$ cat src/hw/rtl/bcdec_pkg.sv
// Shared types, format codes and arithmetic helpers of the BC1/BC2/BC3 decoder.
// No dependencies.
`default_nettype none

package bcdec_pkg;

    // block_format codes (code 3 decodes as BC1)
    localparam logic [1:0] FMT_BC1 = 2'd0;
    localparam logic [1:0] FMT_BC2 = 2'd1;
    localparam logic [1:0] FMT_BC3 = 2'd2;

    typedef logic [31:0]          t_texel;   // B,G,R,A from bit 0
    typedef logic [3:0][31:0]     t_row;     // texel 0 in the low word
    typedef logic [3:0][3:0][31:0] t_rows;   // row 0 in the low slice
    typedef logic [2:0][7:0]      t_rgb;     // [0]=B, [1]=G, [2]=R

    // (2^n-1 + v*255 + that>>n) >> n for n = 5, 6, 4
    function automatic logic [7:0] widen5(input logic [4:0] v);
        logic [13:0] t;
        logic [13:0] s;
        t = 14'd31 + ({9'd0, v} << 8) - {9'd0, v};
        s = t + (t >> 5);
        return s[12:5];
    endfunction

    function automatic logic [7:0] widen6(input logic [5:0] v);
        logic [14:0] t;
        logic [14:0] s;
        t = 15'd63 + ({9'd0, v} << 8) - {9'd0, v};
        s = t + (t >> 6);
        return s[13:6];
    endfunction

    function automatic logic [7:0] widen4(input logic [3:0] v);
        logic [12:0] t;
        logic [12:0] s;
        t = 13'd15 + ({9'd0, v} << 8) - {9'd0, v};
        s = t + (t >> 4);
        return s[11:4];
    endfunction

    // x/3 for x < 768
    function automatic logic [7:0] div3(input logic [9:0] x);
        logic [19:0] p;
        p = {10'd0, x} * 20'd683;
        return p[18:11];
    endfunction

    // x/7 for x < 1792
    function automatic logic [7:0] div7(input logic [10:0] x);
        logic [21:0] p;
        p = {11'd0, x} * 22'd2341;
        return p[21:14];
    endfunction

    // x/5 for x < 1280
    function automatic logic [7:0] div5(input logic [10:0] x);
        logic [21:0] p;
        p = {11'd0, x} * 22'd3277;
        return p[21:14];
    endfunction

endpackage

`default_nettype wire

$ cat src/hw/rtl/bc1_bc2_bc3_block_decoder.sv
// Path: stage 1, stage 2 and stage 3 registers, then the row stage, which drives row 0 first.
// Throughput: one row word per cycle on the output while m_axis_tready is high;
// a block is four row words on the single output channel, which limits the block rate.
// The three front stages take a block every cycle while they have room.
// Reset (i_rst_n low, synchronous): stage valid flags clear, block_format returns to BC1.
// Payload registers are not reset.
`default_nettype none

module bc1_bc2_bc3_block_decoder import bcdec_pkg::*; (
    input  wire logic           i_clk,
    input  wire logic           i_rst_n,
    // configuration: block_format
    input  wire logic           i_cfg_we,
    input  wire logic [1:0]     i_cfg_wdata,
    // input block
    input  wire logic           s_axis_tvalid,
    output logic                s_axis_tready,
    input  wire logic [127:0]   s_axis_tdata,   // [63:0] alpha_block, [127:64] color_block
    // output rows
    output logic                m_axis_tvalid,
    input  wire logic           m_axis_tready,
    output logic [135:0]        m_axis_tdata,   // [1:0] row_index, [33:2] texel_0,
                                                // [65:34] texel_1, [97:66] texel_2,
                                                // [129:98] texel_3, [135:130] zero
    output logic                m_axis_tlast    // last_row
);

    // ---------------------------------------------------------------
    // Configuration register
    // ---------------------------------------------------------------
    logic [1:0] r_fmt;

    always_ff @(posedge i_clk) begin
        if (!i_rst_n) begin
            r_fmt <= FMT_BC1;
        end else if (i_cfg_we) begin
            r_fmt <= i_cfg_wdata;
        end
    end

    // ---------------------------------------------------------------
    // Pipeline flow control: a stage loads when empty or when the
    // stage after it moves on. Ready ripples back from the row stage.
    // ---------------------------------------------------------------
    logic r_s1_v, r_s2_v, r_s3_v;
    logic w_ser_rdy;
    logic w_rdy1, w_rdy2, w_rdy3;

    assign w_rdy3        = !r_s3_v || w_ser_rdy;
    assign w_rdy2        = !r_s2_v || w_rdy3;
    assign w_rdy1        = !r_s1_v || w_rdy2;
    assign s_axis_tready = w_rdy1;

    always_ff @(posedge i_clk) begin
        if (!i_rst_n) begin
            r_s1_v <= 1'b0;
            r_s2_v <= 1'b0;
            r_s3_v <= 1'b0;
        end else begin
            if (w_rdy1) r_s1_v <= s_axis_tvalid;
            if (w_rdy2) r_s2_v <= r_s1_v;
            if (w_rdy3) r_s3_v <= r_s2_v;
        end
    end

    // ---------------------------------------------------------------
    // Stage 1: endpoint widening, colour mode decision
    // ---------------------------------------------------------------
    logic [15:0] w_c0, w_c1;
    t_rgb        n_e0, n_e1;
    logic        n_four;
    logic        w_bc1;

    t_rgb        r_s1_e0, r_s1_e1;
    logic        r_s1_four;
    logic [1:0]  r_s1_fmt;
    logic [31:0] r_s1_idx;
    logic [63:0] r_s1_alpha;

    assign w_c0  = s_axis_tdata[79:64];
    assign w_c1  = s_axis_tdata[95:80];
    // format code 3 falls back to BC1
    assign w_bc1 = !(r_fmt == FMT_BC2 || r_fmt == FMT_BC3);

    always_comb begin
        n_e0[0] = widen5(w_c0[4:0]);
        n_e0[1] = widen6(w_c0[10:5]);
        n_e0[2] = widen5(w_c0[15:11]);
        n_e1[0] = widen5(w_c1[4:0]);
        n_e1[1] = widen6(w_c1[10:5]);
        n_e1[2] = widen5(w_c1[15:11]);
        // three-colour + transparent only for BC1 with c0 <= c1
        n_four  = !w_bc1 || (w_c0 > w_c1);
    end

    always_ff @(posedge i_clk) begin
        if (w_rdy1) begin
            r_s1_e0    <= n_e0;
            r_s1_e1    <= n_e1;
            r_s1_four  <= n_four;
            r_s1_fmt   <= r_fmt;
            r_s1_idx   <= s_axis_tdata[127:96];
            r_s1_alpha <= s_axis_tdata[63:0];
        end
    end

    // ---------------------------------------------------------------
    // Stage 2: blend numerators (colour and BC3 alpha)
    // ---------------------------------------------------------------
    logic [2:0][9:0]  n_n2, n_n3;
    t_rgb             n_mean;
    logic [5:0][10:0] n_num7;
    logic [3:0][10:0] n_num5;
    logic [7:0]       w_a0, w_a1;

    t_rgb             r_s2_e0, r_s2_e1, r_s2_mean;
    logic [2:0][9:0]  r_s2_n2, r_s2_n3;
    logic [5:0][10:0] r_s2_num7;
    logic [3:0][10:0] r_s2_num5;
    logic             r_s2_four;
    logic             r_s2_agt;
    logic [1:0]       r_s2_fmt;
    logic [31:0]      r_s2_idx;
    logic [63:0]      r_s2_alpha;

    assign w_a0 = r_s1_alpha[7:0];
    assign w_a1 = r_s1_alpha[15:8];

    always_comb begin
        logic [8:0] sum;
        for (int k = 0; k < 3; k++) begin
            n_n2[k]   = {1'b0, r_s1_e0[k], 1'b0} + {2'b00, r_s1_e1[k]};
            n_n3[k]   = {2'b00, r_s1_e0[k]} + {1'b0, r_s1_e1[k], 1'b0};
            sum       = {1'b0, r_s1_e0[k]} + {1'b0, r_s1_e1[k]};
            n_mean[k] = sum[8:1];
        end
        // seven-step blends: (6-j)*a0 + (j+1)*a1
        for (int j = 0; j < 6; j++) begin
            n_num7[j] = 11'(w_a0) * 11'(6 - j) + 11'(w_a1) * 11'(j + 1);
        end
        // five-step blends: (4-j)*a0 + (j+1)*a1
        for (int j = 0; j < 4; j++) begin
            n_num5[j] = 11'(w_a0) * 11'(4 - j) + 11'(w_a1) * 11'(j + 1);
        end
    end

    always_ff @(posedge i_clk) begin
        if (w_rdy2) begin
            r_s2_e0    <= r_s1_e0;
            r_s2_e1    <= r_s1_e1;
            r_s2_mean  <= n_mean;
            r_s2_n2    <= n_n2;
            r_s2_n3    <= n_n3;
            r_s2_num7  <= n_num7;
            r_s2_num5  <= n_num5;
            r_s2_four  <= r_s1_four;
            r_s2_agt   <= (w_a0 > w_a1);
            r_s2_fmt   <= r_s1_fmt;
            r_s2_idx   <= r_s1_idx;
            r_s2_alpha <= r_s1_alpha;
        end
    end

    // ---------------------------------------------------------------
    // Stage 3: palette and alpha table by reciprocal multiply
    // ---------------------------------------------------------------
    logic [3:0][31:0] n_pal;
    logic [7:0][7:0]  n_atab;
    t_rgb             w_m2, w_m3;

    logic [3:0][31:0] r_s3_pal;
    logic [7:0][7:0]  r_s3_atab;
    logic [1:0]       r_s3_fmt;
    logic [31:0]      r_s3_idx;
    logic [63:0]      r_s3_alpha;

    always_comb begin
        for (int k = 0; k < 3; k++) begin
            w_m2[k] = r_s2_four ? div3(r_s2_n2[k]) : r_s2_mean[k];
            w_m3[k] = div3(r_s2_n3[k]);
        end
        n_pal[0] = {8'hff, r_s2_e0};
        n_pal[1] = {8'hff, r_s2_e1};
        n_pal[2] = {8'hff, w_m2};
        // transparent black in three-colour mode
        n_pal[3] = r_s2_four ? {8'hff, w_m3} : 32'd0;

        n_atab[0] = r_s2_alpha[7:0];
        n_atab[1] = r_s2_alpha[15:8];
        for (int j = 0; j < 4; j++) begin
            n_atab[j + 2] = r_s2_agt ? div7(r_s2_num7[j]) : div5(r_s2_num5[j]);
        end
        n_atab[6] = r_s2_agt ? div7(r_s2_num7[4]) : 8'h00;
        n_atab[7] = r_s2_agt ? div7(r_s2_num7[5]) : 8'hff;
    end

    always_ff @(posedge i_clk) begin
        if (w_rdy3) begin
            r_s3_pal   <= n_pal;
            r_s3_atab  <= n_atab;
            r_s3_fmt   <= r_s2_fmt;
            r_s3_idx   <= r_s2_idx;
            r_s3_alpha <= r_s2_alpha;
        end
    end

    // ---------------------------------------------------------------
    // Texel select: palette lookup per texel, alpha by format
    // ---------------------------------------------------------------
    t_rows w_rows;

    always_comb begin
        logic [1:0]  sel;
        logic [31:0] pix;
        logic [7:0]  alpha;
        for (int r = 0; r < 4; r++) begin
            for (int c = 0; c < 4; c++) begin
                sel = r_s3_idx[2 * (4 * r + c) +: 2];
                pix = r_s3_pal[sel];
                case (r_s3_fmt)
                    FMT_BC2: alpha = widen4(r_s3_alpha[4 * (4 * r + c) +: 4]);
                    FMT_BC3: alpha = r_s3_atab[r_s3_alpha[16 + 3 * (4 * r + c) +: 3]];
                    default: alpha = pix[31:24];
                endcase
                w_rows[r][c] = {alpha, pix[23:0]};
            end
        end
    end

    // ---------------------------------------------------------------
    // Row output stage
    // ---------------------------------------------------------------
    logic [1:0] w_row;
    t_row       w_texels;

    bcdec_row_ser u_row_ser (
        .i_clk    (i_clk),
        .i_rst_n  (i_rst_n),
        .i_valid  (r_s3_v),
        .o_ready  (w_ser_rdy),
        .i_rows   (w_rows),
        .o_valid  (m_axis_tvalid),
        .i_ready  (m_axis_tready),
        .o_row    (w_row),
        .o_texels (w_texels),
        .o_last   (m_axis_tlast)
    );

    assign m_axis_tdata = {6'd0, w_texels, w_row};

endmodule

`default_nettype wire

$ cat src/hw/rtl/bcdec_row_ser.sv
// Output stage of the block decoder: holds one decoded block, sends it row by row.
// Depends on bcdec_pkg.
`default_nettype none

module bcdec_row_ser import bcdec_pkg::*; (
    input  wire logic  i_clk,
    input  wire logic  i_rst_n,
    input  wire logic  i_valid,
    output logic       o_ready,
    input  wire t_rows i_rows,
    output logic       o_valid,
    input  wire logic  i_ready,
    output logic [1:0] o_row,
    output t_row       o_texels,
    output logic       o_last
);

    logic       r_valid;
    logic [1:0] r_row;
    t_rows      r_rows;
    logic       w_load;
    logic       w_out_acc;

    assign o_last    = (r_row == 2'd3);
    assign w_out_acc = r_valid && i_ready;
    assign o_ready   = !r_valid || (i_ready && o_last);
    assign w_load    = i_valid && o_ready;

    always_ff @(posedge i_clk) begin
        if (!i_rst_n) begin
            r_valid <= 1'b0;
            r_row   <= 2'd0;
        end else begin
            if (w_load) begin
                r_valid <= 1'b1;
                r_row   <= 2'd0;
            end else if (w_out_acc) begin
                r_row <= r_row + 2'd1;
                if (o_last) begin
                    r_valid <= 1'b0;
                end
            end
        end
    end

    // rows shift down; row 0 slice always drives the port
    always_ff @(posedge i_clk) begin
        if (w_load) begin
            r_rows <= i_rows;
        end else if (w_out_acc) begin
            r_rows[0] <= r_rows[1];
            r_rows[1] <= r_rows[2];
            r_rows[2] <= r_rows[3];
        end
    end

    assign o_valid  = r_valid;
    assign o_row    = r_row;
    assign o_texels = r_rows[0];

endmodule

`default_nettype wire

$ cat config.mk
export PLATFORM = sky130hd
export DESIGN_NAME = bc1_bc2_bc3_block_decoder
export DESIGN_NICKNAME = d
export VERILOG_FILES = /design/src/hw/rtl/bcdec_pkg.sv /design/src/hw/rtl/bc1_bc2_bc3_block_decoder.sv /design/src/hw/rtl/bcdec_row_ser.sv
export SDC_FILE = /design/constraint.sdc
export NUM_CORES = 2
export LEC_CHECK = 0
export BUFFER_PORTS_ARGS = -buffer_cell sky130_fd_sc_hd__buf_2
export CAP_MARGIN = 20
export CORE_ASPECT_RATIO = 0.8
export CORE_MARGIN = 1
export CORE_UTILIZATION = 39
export DETAILED_ROUTE_END_ITERATION = 7
export PLACE_DENSITY = 0.59
export RECOVER_POWER = 50
export SLEW_MARGIN = 30
export SYNTH_ARGS = -nofsm -noshare
export SYNTH_HDL_FRONTEND = slang
export SYNTH_HIERARCHICAL = 1
export SYNTH_SLANG_ARGS = --single-unit
$ cat constraint.sdc
create_clock -name i_clk -period 14.35 [get_ports i_clk]
set_input_delay 2.87 -clock i_clk [delete_from_list [all_inputs] [get_ports i_clk]]
set_output_delay 2.87 -clock i_clk [all_outputs]
set_load 0.02 [all_outputs]
Word-level counts from Yosys, hierarchy flattened:

Index checks and enable logic that the tools add are counted.

* $add $sub $neg: 86
* reductions and logical operators: 17
* order comparisons: 34
* bitwise operators: 1
* $mul: 22
* muxes and demuxes: 93
* equal/unequal tests: 5

Operators with widths (number)
* $bmux 32 s2: 16
* $mux 384: 2
* $mux 32: 17
* $bmux 8 s3: 16
* $pmux 8 s2: 16
* $mul 11x12->22 const B: 10
* $add 4x12->13 const A: 16
* $sub 13x4->13: 16
* $add 12x9->12: 16
* $mux 8: 23
* $mul 10x10->19 const B: 6
* $lt 3x4->1 const B: 16
* $add 5x13->14 const A: 4
* $sub 14x5->14: 4
* $add 13x9->13: 4
* $lt 2x3->1 const B: 16
* $mul 8x2->10 const B: 4
* $add 6x14->15 const A: 2
* $add 8x9->10: 3
* $add 9x8->10: 3
* $sub 15x6->15: 2
* $add 14x9->14: 2
* $add 8x8->9: 3
* $add 10x10->11: 2
* 22 further kinds: 39

* input port bits: 135
* logic and storage cells: 336
* register bits: 1275
* output and inout port bits: 139

Longest topological paths before layout:

* depth after elaboration: 6
* gate-level depth with buffers: 20
* mapped depth without buffers: 20

Modules after synthesis:

Netlist, hierarchy kept.

Modules (own cells, without submodules)
* bc1_bc2_bc3_block_decoder: seq. area each 21480.6 µm², cells each 6279, area each 76834.9 µm², instances 1
* bcdec_row_ser: seq. area each 15434.8 µm², cells each 1982, area each 23876.6 µm², instances 1

Least setup slack after synthesis:

OpenSTA, ideal clock, no wires.

* path kind: input port to flip-flop
* start: input m_axis_tready
* end: register u_row_ser.r_rows (netlist bit u_row_ser/o_texels[0]) (enable)
* slack: 3.066 ns
* cell stages on the path: 1
* required time: 13.602 ns
* path buffers: 0
* setup time: 0.748 ns
* arrival: 10.536 ns
* cell sequence: a21o_1

* longest elaborated chain between the ends: 4
* elaborated cells between the ends (all ways): 5
* those cells by class: 5 x reduce/logical

RTL lines
* start, declared: line bc1_bc2_bc3_block_decoder.sv:21 `input wire logic m_axis_tready,`
* $logic_and 1x1->1: line bcdec_row_ser.sv:26 `assign o_ready = !r_valid || (i_ready && o_last);`
* $logic_or 1x1->1: line bcdec_row_ser.sv:26
* $logic_and 1x1->1: line bcdec_row_ser.sv:27 `assign w_load = i_valid && o_ready;`
* $reduce_bool 2->1 (no source line) (*)
* end signal, assigned: line bcdec_row_ser.sv:49 `r_rows <= i_rows;`
* end, declared: line bcdec_row_ser.sv:20 `t_rows r_rows;`

Every way passes the cells marked *; elsewhere a longest branch is shown, timed or not.
A chain may end at the register's enable or synchronous reset.

Final worst setup path:

* start: input m_axis_tready
* end: register r_s3_alpha[22] (enable)

* longest elaborated chain between the ends: 3

RTL lines
* $logic_and 1x1->1: line bcdec_row_ser.sv:26
* $logic_or 1x1->1: line bcdec_row_ser.sv:26
* named net w_ser_rdy: line bc1_bc2_bc3_block_decoder.sv:46 `logic w_ser_rdy;`
* $logic_or 1x1->1: line bc1_bc2_bc3_block_decoder.sv:49 `assign w_rdy3 = !r_s3_v || w_ser_rdy;`
* named net w_rdy3: line bc1_bc2_bc3_block_decoder.sv:47 `logic w_rdy1, w_rdy2, w_rdy3;`
* end signal, assigned: line bc1_bc2_bc3_block_decoder.sv:203 `r_s3_alpha <= r_s2_alpha;`
* end, declared: line bc1_bc2_bc3_block_decoder.sv:175 `logic [63:0] r_s3_alpha;`

The timed path passes the listed nets, and every way through them passes these cells.

==> results.yml <==
outcome:
  outcome: "finished with violations"
  failed_checks: "max-capacitance violations, max-slew violations"
final_layout:
  area_delta_synth_final_pct: 7.95
  drive_gt1_share_pct: 16.1
  design_area_mm2: 0.109
  nets: 9860
routing:
  via_count: 67700
  viasPerCell: 5.78
  wirelength_um: 299000
  drtPass1Iterations: 8
  ant_nets: 0
  drt_iter0_drc: 7737
  drc: 0
  avgRoutedWirePerCell_um: 25.5
placement:
  dp_hpwl_um: 208000
  dp_slack_ns: 6.73
  globalplace.congestion: 0.899
  placed_area_mm2: 0.104
  port-buffer-count: 267
clock_network:
  cts_tree: "built"
  root_buffer: "clkbuf_16"
  ctsLongestPathBuffers: 3
  post_cts_buffers: 0
  holdBufCountCts: 0
  path_clk_slew_ns: 0.06
  clock_latency_ns: 0.83
  cts.repair.resized: 0
  htree_levels: 4
  cts_buffers: 146
  clock_sinks: 1232
yosys:
  synthFlopType: "edfxtp_1"
  synth.avg_cell_area_um2: 12.2
  syn_inst: 8261
  async_flop_share_pct: 0
  synth_enable_flop_cells: 1224
  ys_types: 81
  synth_warnings: 6
  synth-seq-area-share_pct: 36.7
  syn-cell-area_mm2: 0.101
  netlist.area_leader.share_pct: 36.5
  synth_top_cell_by_area: "edfxtp_1"
  synthTopCellsByArea: "edfxtp_1, ha_1, mux4_2, fa_1, inv_1"
  synth-seq-cells: 1232
sta:
  finalSetupViolCount: 0
  period_needed_ns: 9.03
  period_share_pct: 62.9
  slew_viol_final: 839
  max_freq_ghz: 0.111
  fin_skew_ns: 0.0604
  slew-limit-headroom_pct: -203
  rsz0062_at_grt: "no"
  hold_slack_ns: 0.393
  tightest_slew_ns: 4.52
  fin_setup_tns_ns: 0
  hold_viol_final: 0
  timing.final.ws_setup_ns: 5.32
critical_path:
  critical_path_class: "in2reg"
  path_max_fanout: 80
  path_common_cell: "buf_4"
  critPathSlowestCell: "clkinvlp_2"
  worstSetupStartpointType: "input pin"
  rr_worst_depth: 5
  cp-end-kind: "flop"
  crit_chain: "clkbuf_1 > a21boi_0 > inv_1 > nor2b_1 > clkinvlp_2 > buf_4 > buf_4"
  slowest_delay_ns: 3.41
  cp.arrival_ns: 9.48
  crit_required_ns: 14.80
grt:
  grtUsageTotal_pct: 22.8
  antenna_found_initial: 38
  grt_overflow: 0
  grt_pass1_vias: 68100
  grt_start_max_net_pins: 216
  grt_first_pass_wirelength_um: 443000
floorplanning:
  ios: 274
  die_x_um: 570
  rows: 166
  core-area_mm2: 0.256
  start_util_pct: 39.3
  fp.dieH_um: 457
  die_area_mm2: 0.260
worst_hold_path:
  holdPathStages: 0
  hold_path.class: "reg2reg"
job:
  cap_violations: 23
state kept, by name (all words and copies together), names as in the netlist, 24 cells and up:
name / cells
n_pal: 48
r_s3_atab: 62
r_s2_n2: 27
r_s2_mean: 24
r_s1_e1: 24
r_s2_num5: 40
r_s3_pal: 97
r_s2_num7: 60
r_s2_n3: 27
r_s1_alpha: 64
r_s3_idx: 32
r_s2_idx: 32
r_s1_idx: 32
r_s2_alpha: 60
u_row_ser/r_rows: 384
r_s3_alpha: 50
r_s1_e0: 24
u_row_ser/o_texels: 128
cells by family after synthesis:
family / Yosys count / synth area share (%)
AO/OA/AOI/OAI: 1281 / 9.07
XOR/XNOR: 333 / 2.90
adder cells (fa/ha/maj): 1587 / 22.5
buffers and inverters: 2116 / 8.92
flip-flops: 1232 / 36.7
multiplexers: 781 / 15.9
other: 1 / 0.00372
AND/OR/NAND/NOR: 930 / 4.08
final cells by class:
type	instances	area, µm²
Timing Repair Buffer	409	2370
Multi-Input combinational cell	4940	55000
Antenna cell	18	45.0
Clock inverter	99	1080
Tap cell	3444	4310
Clock buffer	168	3750
Sequential cell	1232	36900
Inverter	1409	5290
Fill cell	23800	148000
metal layers:
metal | global-route usage, % | part of all wire, % | routed length [µm]
met1 | 31.3 | 42 | 125000
met2 | 35.0 | 45 | 134000
met3 | 5.05 | 9.1 | 27100
met4 | 8.48 | 4.1 | 12300
met5 | 0 | 0.042 | 126
cell usage after synthesis (130+ instances only):
master,n
inv_1,1406
a21oi_1,208
clkbuf_1,351
buf_4,167
ha_1,1214
nand2_1,520
xnor2_1,251
mux4_2,640
mux2_2,130
o21ai_0,224
edfxtp_1,1224
fa_1,373
o32ai_1,384
worst paths after layout:
check                          startpoint  slack (ns)                               to
setup / recovery            m_axis_tready        5.32         r_s3_alpha[22]$_DFFE_PP_
hold / removal    r_s2_alpha[4]$_DFFE_PP_        0.39           r_s3_atab[4]$_DFFE_PP_
setup reg to reg      r_s3_v$_SDFFE_PN0P_        6.90  u_row_ser/r_rows[313]$_DFFE_PP_
hold reg to reg   r_s2_alpha[4]$_DFFE_PP_        0.39           r_s3_atab[4]$_DFFE_PP_
critical path, delay by kind of cell:
kind                   cells  cell delay (ns)
and+or+nand+nor            1             0.32
AOI/OAI and AO/OA          1             0.24
buffers and inverters      5             5.84
metrics by stage:
step	utilization, %	std cells
after floorplan	-	8288
after global placement	40.5	11400
final	42.4	11700
after global routing	42.4	11700
after CTS	42.5	11700
after detailed placement	40.6	11400
placed cells by master (no fill, tap or decap), types with 10 or more instances in the layout:
master / instances
nor2_1: 125
ha_1: 1213
inv_1: 1406
inv_6: 10
buf_6: 16
conb_1: 28
o21a_1: 36
nand2b_1: 19
clkinv_1: 23
buf_2: 188
a31oi_1: 30
mux2i_1: 11
o21bai_1: 67
edfxtp_1: 1224
a21o_1: 90
o21ai_0: 221
nor2b_1: 41
xnor2_1: 250
o32ai_1: 384
clkbuf_16: 146
a22oi_1: 126
a21oi_1: 208
nand2_1: 520
xor2_1: 82
mux2_2: 130
a211oi_1: 18
or3_1: 16
nor3_1: 53
nand4_1: 32
mux4_2: 640
buf_4: 80
bufinv_16: 12
clkbuf_1: 133
fa_1: 373
and3_1: 17
clkinvlp_4: 16
nand3_1: 58
diode_2: 18
clkinv_2: 24
Power is left out: the tool's default activity adds up to more than one toggle a clock period on the data nets, which glitch-free logic cannot reach.
